`config.mk`:
```
export PLATFORM = sky130hd
export DESIGN_NAME = sbst_ram
export DESIGN_NICKNAME = d
export VERILOG_FILES = /design/src/rtl/sbst_ram.sv
export SDC_FILE = /design/constraint.sdc
export NUM_CORES = 1
export LEC_CHECK = 0
export BUFFER_PORTS_ARGS = -buffer_cell sky130_fd_sc_hd__buf_2
export CAP_MARGIN = 15
export CORE_MARGIN = 8
export CORE_UTILIZATION = 45
export DETAILED_ROUTE_END_ITERATION = 10
export PLACE_DENSITY = 0.71
export SYNTH_ARGS = -nofsm -noshare
export SYNTH_HDL_FRONTEND = slang
export SYNTH_SLANG_ARGS = --single-unit
```
`constraint.sdc`:
```
create_clock -name clk_i -period 2.8 [get_ports clk_i]
set_clock_uncertainty 0.1 [all_clocks]
set_input_delay 0.7 -clock clk_i [delete_from_list [all_inputs] [get_ports clk_i]]
set_output_delay 0.7 -clock clk_i [all_outputs]
set_load 0.02 [all_outputs]
```
`src/rtl/sbst_ram.sv`:
```
// ----------------------------------------------------------------------------
// sbst_ram
// Generic single-write, single-read RAM with registered read data.
// ----------------------------------------------------------------------------
module sbst_ram #(
  parameter int Width = 8,
  parameter int Depth = 16
) (
  input  logic                     clk_i,
  input  logic                     we_i,
  input  logic [$clog2(Depth)-1:0] waddr_i,
  input  logic [Width-1:0]         wdata_i,
  input  logic [$clog2(Depth)-1:0] raddr_i,
  output logic [Width-1:0]         rdata_o
);

  logic [Width-1:0] mem [Depth];

  // Write and registered read
  always_ff @(posedge clk_i) begin
    if (we_i) begin
      mem[waddr_i] <= wdata_i;
    end
    rdata_o <= mem[raddr_i];
  end

endmodule
```
# Word-level counts from Yosys, hierarchy flattened
# Memories as Yosys holds them, arrays and structs flattened. A register that Yosys moved wholly into a read port is not among the register bits.
# Index checks and enable logic that the tools add are counted.
[word_totals]
out_inout_bits = 8
regBits = 0
ramBits = 128
n_memories = 1
inputBits = 18
[op_classes]
muxes = 2
[mem_list]
columns = ["memory", "depth", "word_bits", "read_ports", "rd_ports_with_merged_regs", "wr", "line", "text"]
rows = [
  ["mem", 16, 8, 1, 1, 1, "17", "logic [Width-1:0] mem [Depth];"],
]
[ops]
columns = ["cell", "n"]
rows = [
  ["1-bit two-way mux", 2],
]

# Logic depth before layout (Yosys ltp)
# Gate-level depths: netlist of the first run.
[logic_depth]
ltp_word = 2
depth_mapped = 5
depth_no_buf = 3

# Worst setup path before layout of the first run
# OpenSTA, ideal clock, no wires.
[synth_path]
path_type = "input-to-reg"
from = "in waddr_i[2]"
to = "mem mem[0][0] (enable)"
stages = 2
n_path_buf = 0
path_slack_ns = 0.507
required_time_ns = 2.317
arrival_ns = 1.810
cell_sequence = "or3b_2 nor3_1"
[synth_lines]
columns = ["item", "line", "text"]
rows = [
  ["start, declared", "11", "input logic [$clog2(Depth)-1:0] waddr_i,"],
  ["end, declared", "17", ""],
]
# Straight into the memory's write port.

==> flow_metrics.env, run 1 <==
export IMPL_io_pin_count=26
export IMPL_cts_buffers=17
export IMPL_gr_total_overflow=0
export IMPL_fp_coreArea_mm2=0.01127
export IMPL_yosysWarnings=0
export IMPL_yosys_area_top_type="edfxtp_1"
export IMPL_die_y_um=123.0
export IMPL_grt_antenna_before_repair=0
export IMPL_synth_area_top_cells="edfxtp_1 (75%), mux4_2 (7.9%), mux4_1 (7.1%), dfxtp_1 (3.1%), a22oi_1 (2.3%)"
export IMPL_design_area_mm2=0.006107
export IMPL_final_hold_viol_count=0
export IMPL_wl_per_cell_um=23.18
export IMPL_synth_top_family_by_area="multiplexers"
export IMPL_synth_xor_area_share_pct=0
export IMPL_fmax_ghz=0.5256
export IMPL_clock_latency_ns=0.40
export IMPL_worstHoldStart="wdata_i[4]"
export IMPL_path_class="primary input to flop"
export IMPL_placed_cell_area_mm2=0.005540
export IMPL_grt_pass1_wl_mm=15.44
export IMPL_synthAdderAreaFrac_pct=0
export IMPL_ys_async_sr_fraction_pct=0
export IMPL_clock_sinks=136
export IMPL_post_cts_setup_buffers=0
export IMPL_synthTopCellsByCount="edfxtp_1 (128), mux4_2 (18), a22oi_1 (16)"
export IMPL_p_leak_nw=2.090
export IMPL_num_antenna_cells=0
export IMPL_ir_drop_uv=381.2
export IMPL_synth_top_area_share_pct=74.67
export IMPL_die_w_um=123.0
export IMPL_max_clock_path_buffers=2
export IMPL_ys_types=19
export IMPL_routed_wl_mm=10.16
export IMPL_fillers=833
export IMPL_finalNonFillerCells=438
export IMPL_worst_pin_slew_ns=0.4442
export IMPL_status="finished, final reports clean"
export IMPL_dr_pass1_iters=5
export IMPL_syn_to_final_growth_pct=18.64
export IMPL_via_per_inst=5.600
export IMPL_ys_flop_type="edfxtp_1"
export IMPL_fp_row_count=39
export IMPL_min_to="mem[6][4]$_DFFE_PP_"
export IMPL_synth_most_common_cell="edfxtp_1"
export IMPL_critPathCaptureType="flop"
export IMPL_setup_tns_ns=0
export IMPL_setup_violations=0
export IMPL_relSlewSlack_pct=70.39
export IMPL_timing_rr_end="rdata_o[0]$_DFF_P_"
export IMPL_synth_seq_cells=136
export IMPL_drv_cap=0
export IMPL_dp_cells=407
export IMPL_grt_use_total_pct=14.62
export IMPL_synth_compound_area_share_pct=2.333
export IMPL_drt_iter0_drc=248
export IMPL_drc=0
export IMPL_gp_congestion=0.7000
export IMPL_layout_drive_gt1_share_pct=30.17
export IMPL_synth_edf_count=128
export IMPL_cts_root_buf="clkbuf_16"
export IMPL_synthMuxAreaShare_pct=15.02
export IMPL_hold_depth=1
export IMPL_initial_core_util_pct=45.67
export IMPL_ys_seq_area_share_pct=77.78
export IMPL_portBuffers=25
export IMPL_clkSlewWorstSetupHoldPaths_ns=0.05
export IMPL_r2r_worst_path_cells=3
export IMPL_worst_ep_required_time_ns=2.98
export IMPL_htreeDepth=4
export IMPL_tritoncts="built"
export IMPL_rsz0062_at_grt="no"
export IMPL_synth_nets=247
export IMPL_synth_avg_cell_area_um2=22.48
export IMPL_drv_slew=0
export IMPL_nets=301
export IMPL_timing_final_crit_share_pct=67.95
export IMPL_ant_nets=0
export IMPL_synth_cells=229
export IMPL_ff2ff_setup_slack_ns=1.35
export IMPL_dp_final_hpwl_mm=6.202
export IMPL_ctsResizeCount=0
export IMPL_period_needed_ns=1.903
export IMPL_critPathLaunchType="primary input"
export IMPL_grt_max_degree=33
export IMPL_syn_area_mm2=0.005147
export IMPL_grt_pass1_vias=2561
export IMPL_yosys_area_share_simple_pct=3.184
export IMPL_hold_class="primary input to flop"
export IMPL_dieArea_mm2=0.01512
export IMPL_cp_max_fo=28
export IMPL_ctsHoldBuffers=0
export IMPL_powerDensity_mw_per_mm2=758.5
export IMPL_crit_arrival_ns=2.08
export IMPL_vias=2453
export IMPL_reg2reg_from="mem[1][0]$_DFFE_PP_"
[metrics by stage]
step	setup WS (ns)	hold WS, ns	power [W]	util, %
3_5_place_dp	0.4933	0.5590	0.002560	49.15
5_1_grt	0.8414	0.5712	0.004774	54.18
4_1_cts	0.8996	0.5542	0.004670	54.18
3_3_place_gp	0.5108	0.5501	0.002552	49.15
2_1_floorplan	0.5071	0.5293	0.002460	-
6_report	0.8973	0.5653	0.004632	54.18
[metal layers]
| layer | vias to the layer above | wire length, um | GRT usage, % |
|---|---|---|---|
| li1 | 1084 | - | - |
| met1 | 1275 | 4407 | 18.69 |
| met2 | 83 | 5015 | 22.32 |
| met3 | 11 | 578 | 4.521 |
| met4 | 0 | 154 | 7.312 |
| met5 | - | 0 | 0 |
[report_power, final]
| part | switching (W) | leakage (nW) | internal, W |
|---|---|---|---|
| clock | 0.000741 | 0.280 | 0.00137 |
| sequential | 0.0000136 | 1.22 | 0.00228 |
| combinational | 0.000133 | 0.586 | 0.0000926 |
| total | 0.000888 | 2.09 | 0.00374 |
[how the worst max path moves through the flow]
stage	start	end	slack, ns	depth (start not counted)
6_report	raddr_i[0]	rdata_o[1]$_DFF_P_	0.90	5
5_1_grt	raddr_i[0]	rdata_o[1]$_DFF_P_	0.84	5
4_1_cts	raddr_i[0]	rdata_o[1]$_DFF_P_	0.90	5
3_5_place_dp	raddr_i[0]	rdata_o[1]$_DFF_P_	0.49	5
3_3_place_gp	raddr_i[0]	rdata_o[1]$_DFF_P_	0.51	5
2_1_floorplan	waddr_i[2]	mem[0][0]$_DFFE_PP_	0.51	2
[cells by family after synthesis]
logic type,count (synthesis)
buffers and inverters,10
AOI/OAI and AO/OA,16
DFF,136
muxes,32
and+or+nand+nor,35
[layout make-up]
cell class	instances	area (um2)	share of cell area [%]
Sequential cell	136	4004	65.56
Multi-Input combinational cell	83	1057	17.31
Clock buffer	19	432.9	7.089
Timing Repair Buffer	45	300.3	4.917
Tap cell	143	178.9	2.930
Clock inverter	12	133.9	2.192
[critical path, cell delays in order]
cell	delay, ns
buf_2	0.18
buf_12	0.25
mux4_1	0.59
a22oi_1	0.23
nand2_1	0.09
[cell usage in the layout (no fill, tap or decap), types with 3 or more instances in the layout]
| cell | instances |
|---|---|
| a22oi_1 | 16 |
| buf_2 | 25 |
| buf_4 | 18 |
| bufinv_16 | 3 |
| clkbuf_16 | 17 |
| clkinv_1 | 4 |
| clkinv_2 | 4 |
| dfxtp_1 | 8 |
| edfxtp_1 | 128 |
| mux4_1 | 14 |
| mux4_2 | 18 |
| nand2_1 | 9 |
| nor2_1 | 13 |
| nor3_1 | 4 |
[flip-flops by register name, indices dropped and copies added, names as in the netlist]
register and cells:
mem 128, rdata_o 8
Power figures use the tool's default switching activity.
==> inputs of run 2 (changes only) <==
==> constraint.sdc (replaced) <==
create_clock -name clk_i -period 1.85 [get_ports clk_i]
set_clock_uncertainty 0.1 [all_clocks]
set_input_delay 0.4625 -clock clk_i [delete_from_list [all_inputs] [get_ports clk_i]]
set_output_delay 0.4625 -clock clk_i [all_outputs]
set_load 0.02 [all_outputs]
==> run 2 against run 1 <==
Compared with the run above:
- routed wire length is 6.9% lower
- design area is 1.5% higher
- combinational power is 55% higher
- worst hold slack worse by 0.22 ns
- sequential power is 51% higher
- critical path depth stayed put
- die area stayed put
- setup slack worse by 0.58 ns
- clock power is 51% higher
- first-iteration DRC count is 11% lower
- sequential share of layout area is 0.98 points lower
- largest cell class unchanged
==> flow_metrics.env, run 2 (synthesized netlist as in run 1, its figures left out) <==
export IMPL_rsz0062_at_grt="no"
export IMPL_layout_drive_gt1_share_pct=34.43
export IMPL_grt_max_degree=23
export IMPL_nets=310
export IMPL_final_common_cell="edfxtp_1"
export IMPL_dieArea_mm2=0.01512
export IMPL_final_core_util_pct=55.00
export IMPL_portBuffers=25
export IMPL_tritoncts="built"
export IMPL_htreeDepth=4
export IMPL_reg_top3="mem: 128 flops, rdata_o: 8 flops"
export IMPL_cts_root_buf="clkbuf_16"
export IMPL_clock_sinks=136
export IMPL_clkSlewWorstSetupHoldPaths_ns=0.06
export IMPL_powerDensity_mw_per_mm2=1133
export IMPL_whs_ns=0.3435
export IMPL_drv_slew=0
export IMPL_timing_final_crit_share_pct=82.81
export IMPL_die_w_um=123.0
export IMPL_cts_buffers=17
export IMPL_gr_total_overflow=0
export IMPL_critPathLaunchType="primary input"
export IMPL_cp_max_fo=10
export IMPL_status="finished, final reports clean"
export IMPL_hold_class="primary input to flop"
export IMPL_setup_tns_ns=0
export IMPL_ctsHoldBuffers=0
export IMPL_design_area_mm2=0.006200
export IMPL_path_class="primary input to flop"
export IMPL_fmax_ghz=0.6528
export IMPL_regArea_mm2=0.004004
export IMPL_crit_arrival_ns=1.72
export IMPL_clock_latency_ns=0.41
export IMPL_period_needed_ns=1.532
export IMPL_final_cell_mix="edfxtp_1 (128), buf_4 (26), buf_2 (25)"
export IMPL_startpoint="raddr_i[0]"
export IMPL_syn_to_final_growth_pct=20.44
export IMPL_reg2reg_from="mem[0][1]$_DFFE_PP_"
export IMPL_grt_antenna_before_repair=0
export IMPL_drt_iter0_drc=221
export IMPL_critPathCaptureType="flop"
export IMPL_num_antenna_cells=0
export IMPL_placed_cell_area_mm2=0.005625
export IMPL_ctsResizeCount=0
export IMPL_worst_ep_required_time_ns=2.04
export IMPL_relSlewSlack_pct=49.24
export IMPL_post_cts_setup_buffers=0
export IMPL_setup_ws_ns=0.3181
export IMPL_gp_congestion=0.7927
export IMPL_ir_drop_uv=653.6
export IMPL_dr_pass1_iters=4
export IMPL_die_y_um=123.0
export IMPL_grt_pass1_wl_mm=14.88
export IMPL_max_clock_path_buffers=2
export IMPL_dp_final_hpwl_mm=6.340
export IMPL_drc=0
export IMPL_via_per_inst=5.460
export IMPL_drv_cap=0
export IMPL_fillers=834
export IMPL_setup_violations=0
export IMPL_fp_coreArea_mm2=0.01127
export IMPL_p_leak_nw=2.133
export IMPL_multiInputGateArea_mm2=0.001062
export IMPL_grt_pass1_vias=2709
export IMPL_ant_nets=0
export IMPL_grt_use_total_pct=13.69
export IMPL_wl_per_cell_um=21.11
export IMPL_routed_wl_mm=9.456
export IMPL_vias=2446
export IMPL_initial_core_util_pct=45.67
export IMPL_largest_register="mem"
export IMPL_pre_cts_slack_ns=-0.09670
export IMPL_worstHoldStart="wdata_i[2]"
export IMPL_worst_pin_slew_ns=0.7598
export IMPL_largest_reg_flops=128
export IMPL_io_pin_count=26
export IMPL_fp_row_count=39
export IMPL_final_hold_viol_count=0
[run 2: layer usage]
| metal | global-route usage [%] | part of all wire (%) | routed length (um) |
|---|---|---|---|
| met2 | 22.15 | 50 | 4727 |
| met3 | 3.699 | 5.6 | 531 |
| met5 | 0 | 0 | 0 |
| met4 | 5.255 | 1.1 | 108 |
| met1 | 17.38 | 43 | 4090 |
[run 2: path summary, 6_finish.rpt]
check,to,slack (ns),depth (start not counted)
max,rdata_o[1]$_DFF_P_,0.32,5
min,mem[4][2]$_DFFE_PP_,0.34,1
min reg2reg,rdata_o[4]$_DFF_P_,0.57,3
max reg2reg,rdata_o[1]$_DFF_P_,0.39,3
[run 2: cell type report]
cell class              count  share of cell area [%]
well taps                 143                   2.886
clock buffers              19                   7.144
repair buffers             54                   6.135
clock inverters            13                   2.119
flip-flops and latches    136                   64.58
multi-input cells          83                   17.13
[run 2: worst max-delay path, cell delays in order]
cell and delay, ns:
buf_2 0.16, buf_12 0.16, mux4_1 0.55, a22oi_1 0.29, nand2_1 0.08
[run 2: power breakdown]
| group | switching [W] | internal (W) |
|---|---|---|
| logic | 0.000200 | 0.000149 |
| clock network | 0.00121 | 0.00200 |
| registers | 0.0000177 | 0.00345 |
| total | 0.00143 | 0.00560 |
[run 2: per-stage QoR]
stage	instances	power, W
5_1_grt	448	0.007225
3_5_place_dp	416	0.003883
4_1_cts	448	0.007081
2_1_floorplan	229	0.003724
3_3_place_gp	416	0.003869
6_report	448	0.007027
==> inputs of run 3 (changes only) <==
--- a/config.mk
+++ b/config.mk
@@ -10,7 +10,7 @@
 export CORE_MARGIN = 8
 export CORE_UTILIZATION = 45
 export DETAILED_ROUTE_END_ITERATION = 10
-export PLACE_DENSITY = 0.71
+export PLACE_DENSITY = 0.73
 export SYNTH_ARGS = -nofsm -noshare
 export SYNTH_HDL_FRONTEND = slang
 export SYNTH_SLANG_ARGS = --single-unit
==> constraint.sdc (replaced) <==
create_clock -name clk_i -period 1.37 [get_ports clk_i]
set_clock_uncertainty 0.1 [all_clocks]
set_input_delay 0.3425 -clock clk_i [delete_from_list [all_inputs] [get_ports clk_i]]
set_output_delay 0.3425 -clock clk_i [all_outputs]
set_load 0.02 [all_outputs]
==> run 3 against run 2 <==
Compared with the run above:
- the run now ends with negative setup slack left
- core utilization rose by 1.7 points
- critical path type is now flop to flop
- via count fell by 0.45%
- flip-flop and latch count did not move
- largest power group unchanged
- count of clock-buffer cells in the layout fell by 2
- cell count fell by 0.45%
- register-to-register slack got worse by 0.40 ns
- highest routed layer unchanged
- combinational power rose by 54%
- first-iteration DRC count fell by 17%
- sequential power rose by 35%
==> flow_metrics.env, run 3 (synthesized netlist as in run 1, its figures left out) <==
export IMPL_status="finished, violations left"
export IMPL_violations="negative setup slack"
export IMPL_crit_arrival_ns=1.57
export IMPL_rsz0062_at_grt="yes"
export IMPL_drv_slew=0
export IMPL_portBuffers=25
export IMPL_period_needed_ns=1.381
export IMPL_final_cell_mix="edfxtp_1 (128), mux4_2 (32), buf_2 (21)"
export IMPL_design_area_mm2=0.006386
export IMPL_routed_wl_mm=9.565
export IMPL_path_class="flop to flop"
export IMPL_initial_core_util_pct=45.67
export IMPL_io_pin_count=26
export IMPL_die_y_um=123.0
export IMPL_critPathCaptureType="flop"
export IMPL_die_w_um=123.0
export IMPL_fp_coreArea_mm2=0.01127
export IMPL_worst_pin_slew_ns=0.9559
export IMPL_cts_root_buf="clkbuf_16"
export IMPL_drc=0
export IMPL_grt_pass1_wl_mm=15.06
export IMPL_setup_ws_ns=-0.01128
export IMPL_final_common_cell="edfxtp_1"
export IMPL_largest_register="mem"
export IMPL_htreeDepth=4
export IMPL_whs_ns=0.2114
export IMPL_ant_nets=0
export IMPL_grt_use_total_pct=13.91
export IMPL_relSlewSlack_pct=36.04
export IMPL_pre_cts_slack_ns=-0.4554
export IMPL_fp_row_count=39
export IMPL_critPathLaunchType="flop"
export IMPL_syn_to_final_growth_pct=24.06
export IMPL_nets=308
export IMPL_drv_cap=0
export IMPL_wl_per_cell_um=21.45
export IMPL_tritoncts="built"
export IMPL_gp_congestion=0.7124
export IMPL_clock_latency_ns=0.41
export IMPL_largest_reg_flops=128
export IMPL_dieArea_mm2=0.01512
export IMPL_final_hold_viol_count=0
export IMPL_vias=2435
export IMPL_clock_sinks=136
export IMPL_cts_buffers=17
export IMPL_grt_pass1_vias=2644
export IMPL_p_leak_nw=2.115
export IMPL_layout_drive_gt1_share_pct=45.87
export IMPL_num_antenna_cells=0
export IMPL_dp_final_hpwl_mm=6.213
export IMPL_dr_pass1_iters=4
export IMPL_reg_top3="mem: 128 flops, rdata_o: 8 flops"
export IMPL_drt_iter0_drc=183
export IMPL_setup_violations=1
export IMPL_fmax_ghz=0.7240
export IMPL_gr_total_overflow=0
export IMPL_final_core_util_pct=56.65
export IMPL_clkSlewWorstSetupHoldPaths_ns=0.06
export IMPL_hold_class="primary input to flop"
export IMPL_placed_cell_area_mm2=0.005776
export IMPL_cp_max_fo=1
export IMPL_ir_drop_uv=1094
export IMPL_powerDensity_mw_per_mm2=1475
export IMPL_timing_final_crit_share_pct=100.8
export IMPL_grt_antenna_before_repair=0
export IMPL_worst_ep_required_time_ns=1.56
export IMPL_via_per_inst=5.460
export IMPL_grt_max_degree=23
export IMPL_max_clock_path_buffers=2
run 3: cell types whose count changed in the layout (fill, tap and decap cells not counted), sizes merged:
| cell | before | now |
|---|---|---|
| buf | 54 | 52 |
| clkinvlp | 5 | 1 |
| inv | 0 | 8 |
| clkbuf | 19 | 17 |
| bufinv | 2 | 0 |
run 3: worst max-delay path, cell delays in order, from the launching register on:
cell,delay [ns]
edfxtp_1,0.38
mux4_2,0.48
a22oi_2,0.23
nand2_1,0.07
run 3: repair_timing:
action,4_1_cts,5_1_grt
resized for setup,8,8
setup buffers,0,0
pin swaps,0,1
setup endpoints to repair,6,10
endpoints found under the hold margin,0,0
gates cloned,0,0
hold buffers,0,0
run 3: layout make-up:
| type | instances | area (um2) |
|---|---|---|
| Clock inverter | 15 | 132.6 |
| Multi-Input combinational cell | 83 | 1114 |
| Tap cell | 143 | 178.9 |
| Fill cell | 810 | 4886 |
| Sequential cell | 136 | 4006 |
| Timing Repair Buffer | 52 | 529.3 |
| Clock buffer | 17 | 425.4 |
run 3: final timing paths:
| kind | start | to | slack, ns | cells past startpoint |
|---|---|---|---|---|
| max | mem[8][7]$_DFFE_PP_ | rdata_o[7]$_DFF_P_ | -0.01 | 3 |
| min | wdata_i[6] | mem[11][6]$_DFFE_PP_ | 0.21 | 1 |
| max reg2reg | mem[8][7]$_DFFE_PP_ | rdata_o[7]$_DFF_P_ | -0.01 | 3 |
| min reg2reg | mem[7][0]$_DFFE_PP_ | rdata_o[0]$_DFF_P_ | 0.59 | 3 |
run 3: report_power, final:
part	switching, W	leakage, nW	internal [W]	total, W
clock	0.00182	0.273	0.00238	0.00420
sequential	0.0000299	1.22	0.00465	0.00468
combinational	0.000294	0.618	0.000245	0.000539
run 3: routing by layer:
layer | part of all wire [%] | up-vias | routed length, um | track usage, %
li1 | - | 1086 | - | -
met1 | 41 | 1260 | 3919 | 17.63
met2 | 51 | 81 | 4877 | 22.36
met3 | 6.9 | 8 | 662 | 3.927
met4 | 1.1 | 0 | 106 | 5.484
met5 | 0 | - | 0 | 0
run 3: metrics by stage:
step / cells / total power, W / setup TNS [ns]
finish: 446 / 0.009419 / -0.01128
global route: 446 / 0.009715 / -0.1585
CTS: 446 / 0.009479 / -0.02692
detailed placement: 414 / 0.005288 / -25.26
global placement: 414 / 0.005271 / -22.75
floorplan: 229 / 0.005060 / -6.823
